<file path="config.mk">
export PLATFORM = sky130hd
export DESIGN_NAME = tmtw_ctrl
export DESIGN_NICKNAME = d
export VERILOG_FILES = /design/src/sv/tmtw_pkg.sv /design/src/sv/tmtw_ctrl.sv
export SDC_FILE = /design/constraint.sdc
export NUM_CORES = 1
export LEC_CHECK = 0
export BUFFER_PORTS_ARGS = -buffer_cell sky130_fd_sc_hd__buf_2
export CORE_AREA = 4 4 41 43
export DETAILED_ROUTE_END_ITERATION = 16
export DIE_AREA = 0 0 45 47
export PLACE_DENSITY = 0.54
export SETUP_SLACK_MARGIN = 0.02
export SYNTH_ARGS = -nofsm -noshare
export SYNTH_HDL_FRONTEND = slang
export SYNTH_SLANG_ARGS = --single-unit
export TNS_END_PERCENT = 5
</file>
<file path="constraint.sdc">
create_clock -name clk -period 1.2 [get_ports clk]
set_clock_uncertainty 0.15 [all_clocks]
set_input_delay 0 -clock clk [delete_from_list [all_inputs] [get_ports clk]]
set_output_delay 0 -clock clk [all_outputs]
set_load 0.02 [all_outputs]
</file>
<file path="src/sv/tmtw_pkg.sv">
// Shared types and constants for the text-mode terminal writer.
`default_nettype none

package tmtw_pkg;

    // Item actions
    localparam logic [1:0] ACT_WRITE = 2'd0;
    localparam logic [1:0] ACT_READ  = 2'd1;
    localparam logic [1:0] ACT_CLEAR = 2'd2;

    // Character codes with special handling
    localparam logic [7:0] CH_NEWLINE   = 8'd10;
    localparam logic [7:0] CH_RETURN    = 8'd13;
    localparam logic [7:0] CH_BACKSPACE = 8'd8;
    localparam logic [7:0] CH_SPACE     = 8'd32;

    // Attribute after reset and the cell every location holds after reset
    localparam logic [7:0]  RESET_COLOR = 8'h0F;
    localparam logic [15:0] CELL_RESET  = {RESET_COLOR, CH_SPACE};

    // Configuration port: byte address width and register index
    localparam int         APB_AW         = 3;
    localparam logic [0:0] REG_TEXT_COLOR = 1'b0;

    typedef struct packed {
        logic [1:0] action;
        logic [7:0] char_code;
        logic [4:0] read_row;
        logic [6:0] read_column;
    } tmtw_in_t;

    typedef struct packed {
        logic [15:0] cell_value;
        logic [4:0]  cursor_row;
        logic [6:0]  cursor_column;
    } tmtw_out_t;

    typedef enum logic [2:0] {
        ST_INIT,
        ST_IDLE,
        ST_EXEC,
        ST_SCROLL,
        ST_CLEAR,
        ST_DONE
    } state_t;

    typedef enum logic [1:0] {
        SWEEP_INIT,
        SWEEP_CLEAR,
        SWEEP_SCROLL
    } sweep_mode_t;

    // Controller to datapath
    typedef struct packed {
        logic        load_item;
        logic        exec;
        logic        sweep_run;
        sweep_mode_t sweep_mode;
        logic        load_out;
    } tmtw_cmd_t;

    // Datapath to controller
    typedef struct packed {
        logic [1:0] action;
        logic       scroll;
        logic       sweep_last;
    } tmtw_stat_t;

endpackage

`default_nettype wire

</file>
<file path="src/sv/tmtw_ctrl.sv">
// Controller state machine for the text-mode terminal writer.
`default_nettype none

module tmtw_ctrl (
    input  wire logic               clk,
    input  wire logic               rst_n,
    input  wire logic               item_valid,
    output logic                    item_ready,
    output logic                    result_valid,
    input  wire logic               result_ready,
    input  wire tmtw_pkg::tmtw_stat_t stat,
    output tmtw_pkg::tmtw_cmd_t     cmd
);
    import tmtw_pkg::*;

    state_t state_reg, state_next;
    logic   out_valid_reg, out_valid_next;
    logic   out_free;

    // State and result-valid registers
    always_ff @(posedge clk or negedge rst_n)
    begin
        if (!rst_n)
        begin
            state_reg     <= ST_INIT;
            out_valid_reg <= 1'b0;
        end
        else
        begin
            state_reg     <= state_next;
            out_valid_reg <= out_valid_next;
        end
    end

    assign out_free     = !out_valid_reg || result_ready;
    assign result_valid = out_valid_reg;

    // Next state and commands
    always_comb
    begin
        state_next     = state_reg;
        item_ready     = 1'b0;
        cmd.load_item  = 1'b0;
        cmd.exec       = 1'b0;
        cmd.sweep_run  = 1'b0;
        cmd.sweep_mode = SWEEP_INIT;
        cmd.load_out   = 1'b0;

        case (state_reg)
            ST_INIT:
            begin
                cmd.sweep_run  = 1'b1;
                cmd.sweep_mode = SWEEP_INIT;
                if (stat.sweep_last)
                begin
                    state_next = ST_IDLE;
                end
            end
            ST_IDLE:
            begin
                item_ready = 1'b1;
                if (item_valid)
                begin
                    cmd.load_item = 1'b1;
                    state_next    = ST_EXEC;
                end
            end
            ST_EXEC:
            begin
                cmd.exec = 1'b1;
                if (stat.action == ACT_CLEAR)
                begin
                    state_next = ST_CLEAR;
                end
                else if (stat.scroll)
                begin
                    state_next = ST_SCROLL;
                end
                else
                begin
                    state_next = ST_DONE;
                end
            end
            ST_SCROLL:
            begin
                cmd.sweep_run  = 1'b1;
                cmd.sweep_mode = SWEEP_SCROLL;
                if (stat.sweep_last)
                begin
                    state_next = ST_DONE;
                end
            end
            ST_CLEAR:
            begin
                cmd.sweep_run  = 1'b1;
                cmd.sweep_mode = SWEEP_CLEAR;
                if (stat.sweep_last)
                begin
                    state_next = ST_DONE;
                end
            end
            ST_DONE:
            begin
                // Hand the result to the output register, take the next item alongside
                if (out_free)
                begin
                    cmd.load_out = 1'b1;
                    item_ready   = 1'b1;
                    if (item_valid)
                    begin
                        cmd.load_item = 1'b1;
                        state_next    = ST_EXEC;
                    end
                    else
                    begin
                        state_next = ST_IDLE;
                    end
                end
            end
            default:
            begin
                state_next = ST_IDLE;
            end
        endcase
    end

    // Set on load, drop on transfer
    always_comb
    begin
        if (cmd.load_out)
        begin
            out_valid_next = 1'b1;
        end
        else if (result_ready)
        begin
            out_valid_next = 1'b0;
        end
        else
        begin
            out_valid_next = out_valid_reg;
        end
    end

endmodule

`default_nettype wire

</file>
* Word-level counts from Yosys, hierarchy flattened
Index checks and enable logic that the tools add are counted.
Word-level totals: register bits 4, bits of input ports 8, output and inout port bits 8, logic and storage cells 36
Operators by class: eq/ne operators 10, muxes and demuxes 18, reductions and logical operators 6
Operators with widths (count):
- $mux W3 | 6
- $pmux W3 S5 | 1
- $pmux W3 S3 | 1
- $mux W1 | 7
- $eq A3 B2 Y1 const B | 2
- $eq A3 B3 Y1 const B | 2
- $ne A2 B2 Y1 const B | 3
- $pmux W1 S2 | 2
- $reduce_and A4 Y1 | 1
- $eq A3 B1 Y1 const B | 1
- $logic_not A3 Y1 | 1
- $eq A2 B2 Y1 const B | 1
- $mux W2 | 1
- $ne A2 B1 Y1 const B | 1
- $reduce_bool A2 Y1 | 1
- $reduce_or A2 Y1 | 1
- $logic_not A1 Y1 | 1
- $logic_or A1 B1 Y1 | 1

* Longest topological paths before layout
Gate-level depths: netlist (run 1).
depth in word-level cells 5, gate-level depth with buffers 5, depth with buffers taken out 3

* Worst setup path after synthesis (run 1)
Ideal clock, no wire load.
path type flip-flop to flip-flop, from reg state_reg[0], to reg state_reg[1], library setup time 0.077 ns, arrival time 1.360 ns, required time 0.973 ns, setup slack -0.388 ns, cell stages (with the launch flop) 5, path buffers 1, period minus slack after synthesis 1.588 ns, cell sequence dfrtp_1 buf_6 nor3b_1 nand3_1 a21oi_1
Between the ends: longest elaborated chain between the ends 4, elaborated cells on any way between the ends 13, those cells by class 9 x eq/ne; 1 x mux; 3 x reduce/logical
Ends and longest elaborated chain:
- from (decl) | line tmtw_ctrl.sv:16 | state_t state_reg, state_next;
- from (signal assigned) | line tmtw_ctrl.sv:30 | state_reg <= state_next;
- $eq A3 B3 Y1 or $eq A3 B2 Y1 (tied branches) | line tmtw_ctrl.sv:49 | case (state_reg)
- $reduce_or A2 Y1 (no source line)
- $ne A2 B1 Y1 (no source line)
- $reduce_and A4 Y1 (no source line)
Several ways; a longest one is shown, not always the timed one. A chain may end at the register's enable or synchronous reset.

* Worst setup path after layout (run 1)
from reg state_reg[1], to out item_ready
Between the ends: longest elaborated chain between the ends 2, elaborated cells on any way between the ends 3, those cells by class 2 x eq/ne; 1 x mux
Ends and longest elaborated chain:
- $eq A3 B3 Y1 or $eq A3 B1 Y1 (tied branches) | line tmtw_ctrl.sv:49
- $pmux W1 S2 * | line tmtw_ctrl.sv:49
- to (decl) | line tmtw_ctrl.sv:8 | output logic item_ready,
Every way passes the cells marked *; elsewhere a longest branch is shown, timed or not.

==> summary.md, run 1 <==
| Metric | Value |
|---|---|
| Util after Layout | between 40 and 50% |
| Max-cap viol count | 0 |
| CTS Sinks | 4 |
| Hold Fails Final Rpt | 1 |
| Mean routed wirelength per cell | 13.0 um |
| Avg Cell Area, Syn | 8.50 sq um |
| Nets | 80 |
| Die height | 47 um |
| CP Capture Type | output pin |
| Largest net degree at the start of global routing | 10 |
| Synth Area in Adders | 0% |
| Drt total wl | 1.11 mm |
| Share of layout cells above drive strength 1 | 60.0% |
| Failing checks | negative hold slack, negative setup slack |
| Global-route layer with the greatest usage | met2 |
| Setup CP Type | flip-flop to output pin |
| Asr flop ratio synth | 100% |
| Synth area leader | dfrtp_1 |
| Vias | 413 |
| Synth top area share | 30.2% |
| Grt met1 use | 11.4% |
| Number of synthesized flops with an enable pin | 0 |
| Skew-Pair Late Insertion Delay | 0.23 ns |
| Mux share of post-synthesis cell area | 0% |
| Max Clock Freq | 718 MHz |
| Die width | 45 um |
| Met3 usage | 6.13% |
| CP Max Fanout | 7 |
| Slew Viols, Final | 0 |
| Register area share after synthesis | 30.2% |
| Starting density of the core | between 20% and 30% |
| Hold Slack | -0.0311 ns |
| FF+latch count, synth | 4 |
| DRC | 0 |
| Post-DP HPWL | 735 um |
| Number of buffers inserted by port buffering | 15 |
| I/O pin count | 16 |
| Vias per cell | 4.86 |
| Syn Nets | 47 |
| Final setup violation count | 10 |
| Initial antenna violation count | 0 |
| Main flop type after synthesis | dfrtp_1 |
| ANT nets after route | 0 |
| Actual slew at the worst max-slew pin | 0.310 ns |
| Diodes inserted | 0 |
| DRT Pass-1 Iters | 4 |
| Met2 Use GR | 22.9% |
| Worst slack at placement | -0.105 ns |
| Startpoint types | flip-flop |
| Critical Path AT | between 1 and 1.5 ns |
| CTS tree | yes |
| Status | complete, but fails checks |
| Leak Pwr | 0.300 nW |
| Compound-Gate Fraction of Synth Area | 25.7% |
| Num rows | 13 |
| Wire length of the first global-routing pass | 1.79 mm |
| Max-slew headroom | 79.3% |
| Core Area | 1300 sq um |
| Cts bufs inserted | 3 |
| Library cells used by synthesis | 23 |
| WP data required | 1.05 ns |
| Total grt overflow | 0 |
| DIE AREA | about 2100 sq um |
| Root buf cell | clkbuf_4 |
| Largest family of logic cells by synthesized area | simple AND/OR/NAND/NOR gates |
| Hold WC Path Type | input pin to flip-flop |
| Cts hold-fix bufs | 6 |
| Simple-Gate Fraction of Synth Area | 32.8% |
| Clk slew on worst S/H paths | 0.04 ns |
| Area Overhead vs Synth | 95.8% |
| DRT iter0 DRCs | 15 |
| Netlist Area Pre-Place | 332 sq um |
| Htree depth | 1 |
| Yosys warnings | 0 |
| Power per Cell Area | 2590 nW/um^2 |
| GPL Wtd Cong | 0.825 |
| Tot GR Track Use | 12.4% |
| Synth Instances | 39 |
| Minimum clock period after layout | between 1 and 1.5 ns |
| CTS max path bufs | 2 |
| RSZ-0062 raised after global routing | true |
| Top cells by area, synth | dfrtp_1 (30%), nor2b_1 (7.5%), buf_4 (6.8%) |
| Max FFs per register | 3 |
| Max IR drop VDD | 1280 uV |
| Period utilization | 116% |
| XOR/XNOR Fraction of Synth Area | 0% |
| Worst setup slack after layout | -0.193 ns |
| Vias in the first global route | 408 |
| Synth cell count leaders | dfrtp_1 (4), nor2b_1 (4), buf_4 (3), nand2b_1 (3) |
## cell type report
class / count / area [sq um]
fill: 134 / 652
clock buffer: 3 / 22.5
sequential: 4 / 104
multi-input combinational: 30 / 253
tap: 15 / 18.8
timing repair buffer: 32 / 248
inverter: 1 / 3.75
## through the flow
step / std cells / cell area (sq um) / power (W) / TNS [ns]
floorplan: 39 / 345 / 0.000870 / -0.0816
global placement: 72 / 458 / 0.00114 / -0.306
detailed placement: 72 / 458 / 0.00113 / -0.245
CTS: 83 / 601 / 0.00152 / -1.16
global route: 85 / 649 / 0.00180 / -1.91
finish: 85 / 649 / 0.00168 / -1.26
## final timing paths
kind,startpoint,endpoint,slack (ns),cells past startpoint
worst max-delay path,state_reg[1],item_ready,-0.19,3
worst min-delay path,result_ready,result_valid,-0.03,3
worst max register to register,state_reg[1],state_reg[1],-0.12,3
worst min register to register,state_reg[2],state_reg[2],0.48,2
max in group asynchronous,rst_n,state_reg[2],0.22,3
min in group asynchronous,rst_n,state_reg[1],0.50,3
## kinds of logic (layout without fill, tap and decap cells)
group                  Yosys count  in the layout
AOI/OAI and AO/OA               12             12
DFF                              4              4
and+or+nand+nor                 18             18
buffers and inverters            5             36
## per-layer routing
layer | up-vias | share of wire [%]
met4 | 0 | 0
met2 | 16 | 54
met1 | 197 | 38
met3 | 0 | 7.5
met5 | - | 0
li1 | 200 | -
## report_power, final
| group | switching, W | internal [W] |
|---|---|---|
| combinational | 0.000539 | 0.000641 |
| clock | 0.0000546 | 0.000112 |
| sequential | 0.000126 | 0.000207 |
| total | 0.000720 | 0.000960 |
## worst max-delay path: stages (launching register included)
cell and delay (ns):
dfrtp_2 0.48, or2b_1 0.27, a21oi_2 0.13, buf_6 0.13
## layout by cell type, fill, tap and decap left out, drive strengths merged, types with 2 or more instances in the layout
cell,Yosys,routed
dfrtp,4,4
o21bai,2,2
nor2b,4,4
a21oi,2,2
dlygate4sd3,0,6
clkbuf,0,3
nand2b,3,3
a211oi,2,2
nor3b,2,2
nor2,2,2
buf,4,26
o21ai,2,2
## timing repair
item | CTS | global route
pin swaps | 5 | 1
gates cloned | 0 | 0
endpoints found under the setup margin | 10 | 10
resized for setup | 14 | 8
hold endpoints to repair | 8 | 1
setup buffers | 2 | 2
No activity file was read; power rests on OpenSTA's default activity.
==> run 2: changes to the inputs <==
--- a/config.mk
+++ b/config.mk
@@ -5,11 +5,13 @@
 export SDC_FILE = /design/constraint.sdc
 export NUM_CORES = 1
 export LEC_CHECK = 0
-export BUFFER_PORTS_ARGS = -buffer_cell sky130_fd_sc_hd__buf_2
+export ABC_AREA = 1
 export CORE_AREA = 4 4 41 43
 export DETAILED_ROUTE_END_ITERATION = 16
 export DIE_AREA = 0 0 45 47
-export PLACE_DENSITY = 0.54
+export DONT_BUFFER_PORTS = 1
+export PLACE_DENSITY = 0.43
+export REMOVE_ABC_BUFFERS = 1
 export SETUP_SLACK_MARGIN = 0.02
 export SYNTH_ARGS = -nofsm -noshare
 export SYNTH_HDL_FRONTEND = slang
==> run 2 against run 1 <==
Against the previous run: the run ends with negative setup slack left; clock-buffer cell count is the same; setup slack gained 0.078 ns; routed wire length shrank 25%; clock power is essentially flat; critical endpoint is now cmd[0]; combinational power shrank 6%; maximum frequency grew 5.9%; power shrank 6.7%; worst hold slack gained 0.057 ns; sequential power shrank 11%; largest cell class unchanged.
==> summary.md, run 2 <==
| Metric | Value |
|---|---|
| Synth Instances | 54 |
| Cts bufs inserted | 3 |
| Largest net degree at the start of global routing | 5 |
| Mean routed wirelength per cell | 8.96 um |
| Wire length of the first global-routing pass | 1.39 mm |
| Failing checks | negative setup slack |
| Hold Crit Depth | 6 |
| Starting density of the core | between 20% and 30% |
| Period utilization | 110% |
| Max-cap viol count | 0 |
| Met2 Use GR | 15.8% |
| Met3 usage | 1.15% |
| Register area share after synthesis | 30.8% |
| Initial antenna violation count | 0 |
| FF+latch count, synth | 4 |
| Max IR drop VDD | roughly 1300 uV |
| Post-DP HPWL | ~630 um |
| Combinational power share | slightly above 70% |
| Num rows | 13 |
| Vias | 376 |
| Diodes inserted | 0 |
| CTS tree | yes |
| Worst-case reg-to-reg path depth | 7 |
| Leak Pwr | 0.337 nW |
| DRC | 0 |
| Top cells by area, synth | dfrtp_1 (31%), nand2_1 (24%), inv_1 (13%) |
| Tot GR Track Use | 9.11% |
| Grt met1 use | 9.40% |
| Hold Fails Final Rpt | 0 |
| Worst setup slack after layout | -0.115 ns |
| R2R Path Start | state_reg[0] |
| RSZ-0062 raised after global routing | true |
| Netlist Area Pre-Place | between 300 and 400 sq um |
| Asr flop ratio synth | 100% |
| Total grt overflow | 0 |
| R2R Setup Slk | -0.09 ns |
| Psw | 0.000734 W |
| Startpoint types | flip-flop |
| Synth area leader | dfrtp_1 |
| Core Area | roughly 1300 sq um |
| Internal power | 0.000834 W |
| DRT Pass-1 Iters | 2 |
| Global-route layer with the greatest usage | met2 |
| Final setup violation count | 8 |
| Max-slew headroom | approximately nine tenths |
| Vias per cell | 4.04 |
| Vias in the first global route | 386 |
| Htree depth | 1 |
| Most frequent cells in the layout | nand2_1 (18), buf_4 (10), inv_1 (8) |
| Nets | 88 |
| Yosys warnings | 0 |
| CTS Sinks | 4 |
| Clk network pwr share | between 10% and 20% |
| R2r endpoint | state_reg[1] |
| I/O pin count | 16 |
| Library cells used by synthesis | 14 |
| Max FFs per register | 3 |
| Seq pwr share | 19.0% |
| CTS max path bufs | 2 |
| ANT nets after route | 0 |
| Drt total wl | 833 um |
| Setup crit end | cmd[0] |
| Avg Cell Area, Syn | 6.02 sq um |
| Root buf cell | clkbuf_4 |
| CP Capture Type | output pin |
| Minimum clock period after layout | ~1.3 ns |
| Sw Share | a little under half |
| Die width | 45 um |
| Clk slew on worst S/H paths | 0.04 ns |
| Area Overhead vs Synth | 83.5% |
| Main flop type after synthesis | dfrtp_1 |
| Most common library cell in the layout ignoring fill and taps | nand2_1 |
| Setup CP Type | flip-flop to output pin |
| Die height | between 40 and 50 um |
| DIE AREA | 2120 sq um |
| Synth top area share | between 30% and 40% |
| Max Clock Freq | ~760 MHz |
| Post-route insts no fill | 93 |
| Number of buffers inserted by port buffering | 0 |
| DRT iter0 DRCs | 1 |
| Share of layout cells above drive strength 1 | 46.2% |
| CP Max Fanout | 4 |
| Hold WC Path Type | input pin to flip-flop |
| Critical Path AT | 1.17 ns |
| Status | complete, but fails checks |
| Synth cell count leaders | nand2_1 (21), inv_1 (11), nand3_1 (5) |
| Power per Cell Area | roughly 2600 nW/um^2 |
| GPL Wtd Cong | 0.729 |
| Slew Viols, Final | 0 |
| WP data required | roughly 1.1 ns |
| Worst slack at placement | -0.0200 ns |
| Placed cell count | 78 |
| Actual slew at the worst max-slew pin | 0.176 ns |
| Number of synthesized flops with an enable pin | 0 |
| Count leader, synth | nand2_1 |
| Critical Path Source | state_reg[1] |
| Skew-Pair Late Insertion Delay | approximately 0.23 ns |
run 2: cell types whose count changed after synthesis, sizes merged, moves of 3 or more:
| cell | change |
|---|---|
| nand2b | -3 |
| nor2b | -4 |
| nand3 | +5 |
| inv | +11 |
| buf | -3 |
| nand2 | +23 |
run 2: repair_timing:
item | 4_1_cts | 5_1_grt
pin swaps | 3 | 5
gates resized for setup | 8 | 12
buffers inserted | 4 | 1
hold buffers | 7 | 0
hold endpoints to repair | 8 | 0
endpoints found under the setup margin | 10 | 10
run 2: worst min path at each step:
stage / startpoint / end / slack, ns
finish: item_valid / state_reg[1] / 0.03
floorplan: rst_n / result_valid / -0.45
detailed placement: rst_n / state_reg[1] / -0.45
global route: item_valid / state_reg[1] / 0.09
CTS: item_valid / state_reg[1] / 0.02
global placement: rst_n / state_reg[1] / -0.45
run 2: worst max-delay path, cell delays in order (launching register included):
cell and delay, ns:
dfrtp_2 0.45, nor2_4 0.17, nand2_2 0.08, a21oi_2 0.09
buf_4 0.14
run 2: per-stage QoR:
stage	area [sq um]	TNS [ns]	total power, W	hold slack (ns)	util [%]
after global routing	597	-1.25	0.00171	0.0862	45.9
after floorplan	318	-0.159	0.000812	-0.446	-
after CTS	546	-0.846	0.00144	0.0231	41.9
final	597	-0.649	0.00157	0.0256	45.9
after global placement	412	-0.0500	0.00112	-0.445	31.6
after detailed placement	412	-0.0304	0.00112	-0.445	31.6
run 2: per-layer routing:
metal	up-vias	share of wire (%)
li1	206	-
met1	162	46
met2	8	49
met3	0	4.9
met4	0	0
met5	-	0
run 2: cell families (layout without fill, tap and decap cells):
group	count (synthesis)	in the layout	share of synthesized area [%]
AOI/OAI and AO/OA	3	3	4.61
buffers and inverters	13	37	16.2
DFF	4	4	30.8
and+or+nand+nor	34	34	48.5
run 2: power by group through the flow:
stage	Sequential (W)	Clock (W)	Combinational [W]
2_1_floorplan	0.000297	0	0.000515
3_3_place_gp	0.000278	0	0.000837
3_5_place_dp	0.000278	0	0.000842
4_1_cts	0.000279	0.000176	0.000984
5_1_grt	0.000309	0.000186	0.00121
6_report	0.000298	0.000164	0.00111
run 2: cell type report:
class	count	area, sq um
fill	148	704
timing repair buffer	22	201
inverter	12	47.5
clock buffer	3	22.5
sequential	4	103
multi-input combinational	37	204
tap	15	18.8
==> run 3: changes to the inputs <==
--- a/config.mk
+++ b/config.mk
@@ -13,6 +13,7 @@
 export PLACE_DENSITY = 0.43
 export REMOVE_ABC_BUFFERS = 1
 export SETUP_SLACK_MARGIN = 0.02
+export SKIP_LAST_GASP = 1
 export SYNTH_ARGS = -nofsm -noshare
 export SYNTH_HDL_FRONTEND = slang
 export SYNTH_SLANG_ARGS = --single-unit
==> run 3 against run 2 <==
Against the previous run: the run still ends with negative setup slack left; combinational power shrank 5%; worst hold slack worse by 0.0092 ns; cell area decreased by 2.3%; non-clock buffer count is the same; global-route usage is 0.079 points higher; core utilization shrank 1.1 points; clock-buffer cell count unchanged; register-to-register slack is essentially flat; via count up 0.80%; die area unchanged; largest cell class is now buffers.
==> summary.md, run 3 (synthesis gave the netlist of run 2 again) <==
| Metric | Value |
|---|---|
| Status | complete, but fails checks |
| Failing checks | negative setup slack |
| CTS tree | yes |
| R2r endpoint | state_reg[1] |
| Seq pwr share | between 10% and 20% |
| Max Clock Freq | 761 MHz |
| R2R Setup Slk | -0.09 ns |
| Post-route insts no fill | between 90 and 100 |
| Setup CP Type | flip-flop to output pin |
| Critical Path AT | 1.16 ns |
| Core Area | ~1300 sq um |
| FF/Latch Area | about 100 sq um |
| Number of buffers inserted by port buffering | 0 |
| Initial antenna violation count | 0 |
| Leak Pwr | 0.338 nW |
| Endpoint, Worst Hold | state_reg[0] |
| DP Area | 412 sq um |
| Nets | 88 |
| Largest net degree at the start of global routing | 5 |
| I/O pin count | 16 |
| Most frequent cells in the layout | nand2_1 (18), buf_4 (11), inv_1 (9) |
| Htree depth | 1 |
| Mean routed wirelength per cell | about 8.9 um |
| CTS max path bufs | 2 |
| Hold Slack | about 0.016 ns |
| Drt total wl | between 800 and 900 um |
| Psw | 0.000709 W |
| CP Capture Type | output pin |
| Max IR drop VDD | 1300 uV |
| Clk network pwr share | 10.8% |
| DIE AREA | roughly 2100 sq um |
| Wire length of the first global-routing pass | about 1.4 mm |
| GPL Wtd Cong | 0.729 |
| Minimum clock period after layout | 1.31 ns |
| Cts bufs inserted | 3 |
| Vias | ~380 |
| CTS Sinks | 4 |
| Vias per cell | 4.08 |
| Fin area | between 500 and 600 sq um |
| R2R Path Start | state_reg[0] |
| RSZ-0062 raised after global routing | true |
| Period utilization | 110% |
| DRT iter0 DRCs | 3 |
| Vias in the first global route | 386 |
| Max FFs per register | 3 |
| ANT nets after route | 0 |
| Most common library cell in the layout ignoring fill and taps | nand2_1 |
| Internal power | 0.000811 W |
| Worst-case reg-to-reg path depth | 7 |
| Max-cap viol count | 0 |
| Total Power | 0.00152 W |
| Slew Viols, Final | 0 |
| Startpoint types | flip-flop |
| CP Max Fanout | 4 |
| Area Overhead vs Synth | 79.2% |
| Multi-input logic area | 196 sq um |
| Power per Cell Area | 2610 nW/um^2 |
| Num rows | 13 |
| Post-DP HPWL | 631 um |
| Combinational power share | between 60% and 70% |
| DRC | 0 |
| Layout fillers | 149 |
| Worst slack at placement | -0.0200 ns |
| Die height | between 40 and 50 um |
| DRT Pass-1 Iters | 4 |
| Root buf cell | clkbuf_4 |
| Placed cell count | 78 |
| Final setup violation count | 8 |
| Worst setup slack after layout | -0.115 ns |
| Actual slew at the worst max-slew pin | between 0.2 and 0.25 ns |
| Max-slew headroom | a little over four fifths |
| Diodes inserted | 0 |
| Sw Share | between 40% and 50% |
| WP data required | 1.05 ns |
| Starting density of the core | 25.0% |
| Skew-Pair Late Insertion Delay | roughly 0.23 ns |
| Tot GR Track Use | 9.19% |
| Total grt overflow | 0 |
| Die width | 45 um |
| Hold WC Path Type | input pin to flip-flop |
| Clk slew on worst S/H paths | 0.04 ns |
| Hold Fails Final Rpt | 0 |
| Min-delay src | stat[2] |
| Share of layout cells above drive strength 1 | 42.3% |
| Hold Crit Depth | 6 |
==> run 3: how the worst max path moves through the flow <==
| stage | cells after the start | startpoint | slack [ns] | to |
|---|---|---|---|---|
| after floorplan | 6 | state_reg[2] | -0.08 | state_reg[0] |
| after global placement | 6 | state_reg[2] | -0.03 | state_reg[0] |
| after detailed placement | 7 | state_reg[2] | -0.02 | state_reg[0] |
| after CTS | 5 | state_reg[0] | -0.14 | cmd[5] |
| after global routing | 4 | state_reg[1] | -0.17 | cmd[0] |
| final | 4 | state_reg[1] | -0.11 | cmd[0] |
==> run 3: layout make-up <==
type / instances / share of cell area [%]
Multi-Input combinational cell: 37 / 33.7
Inverter: 12 / 7.73
Clock buffer: 3 / 3.86
Sequential cell: 4 / 17.6
Tap cell: 15 / 3.22
Timing Repair Buffer: 22 / 33.9
==> run 3: power by group through the flow <==
| stage | registers (W) | clock network, W | logic (W) |
|---|---|---|---|
| 2_1_floorplan | 0.000297 | 0 | 0.000515 |
| 3_3_place_gp | 0.000278 | 0 | 0.000837 |
| 3_5_place_dp | 0.000278 | 0 | 0.000842 |
| 4_1_cts | 0.000279 | 0.000176 | 0.000967 |
| 5_1_grt | 0.000309 | 0.000186 | 0.00117 |
| 6_report | 0.000297 | 0.000164 | 0.00106 |
==> run 3: worst max-delay path, stage by stage (launching register included) <==
cell     delay [ns]
dfrtp_2        0.45
nor2_4         0.17
nand2_2        0.08
a21oi_2        0.09
buf_4          0.14
==> run 3: timing repair <==
item | in CTS | in global routing
resized for setup | 4 | 10
buffers inserted | 4 | 1
pin swaps | 2 | 5
setup endpoints to repair | 10 | 10
hold endpoints to repair | 8 | 0
hold buffers | 7 | 0
==> run 3: routing by layer <==
metal,share of wire (%),global-route usage [%]
met5,0,0
met4,0,8.77
met3,5.0,1.15
met2,50,15.8
met1,45,9.63
==> run 3: through the flow <==
stage	utilization (%)	TNS, ns
after detailed placement	31.6	-0.0304
after global placement	31.6	-0.0500
after CTS	41.6	-0.912
after global routing	44.8	-1.34
after floorplan	-	-0.159
final	44.8	-0.656
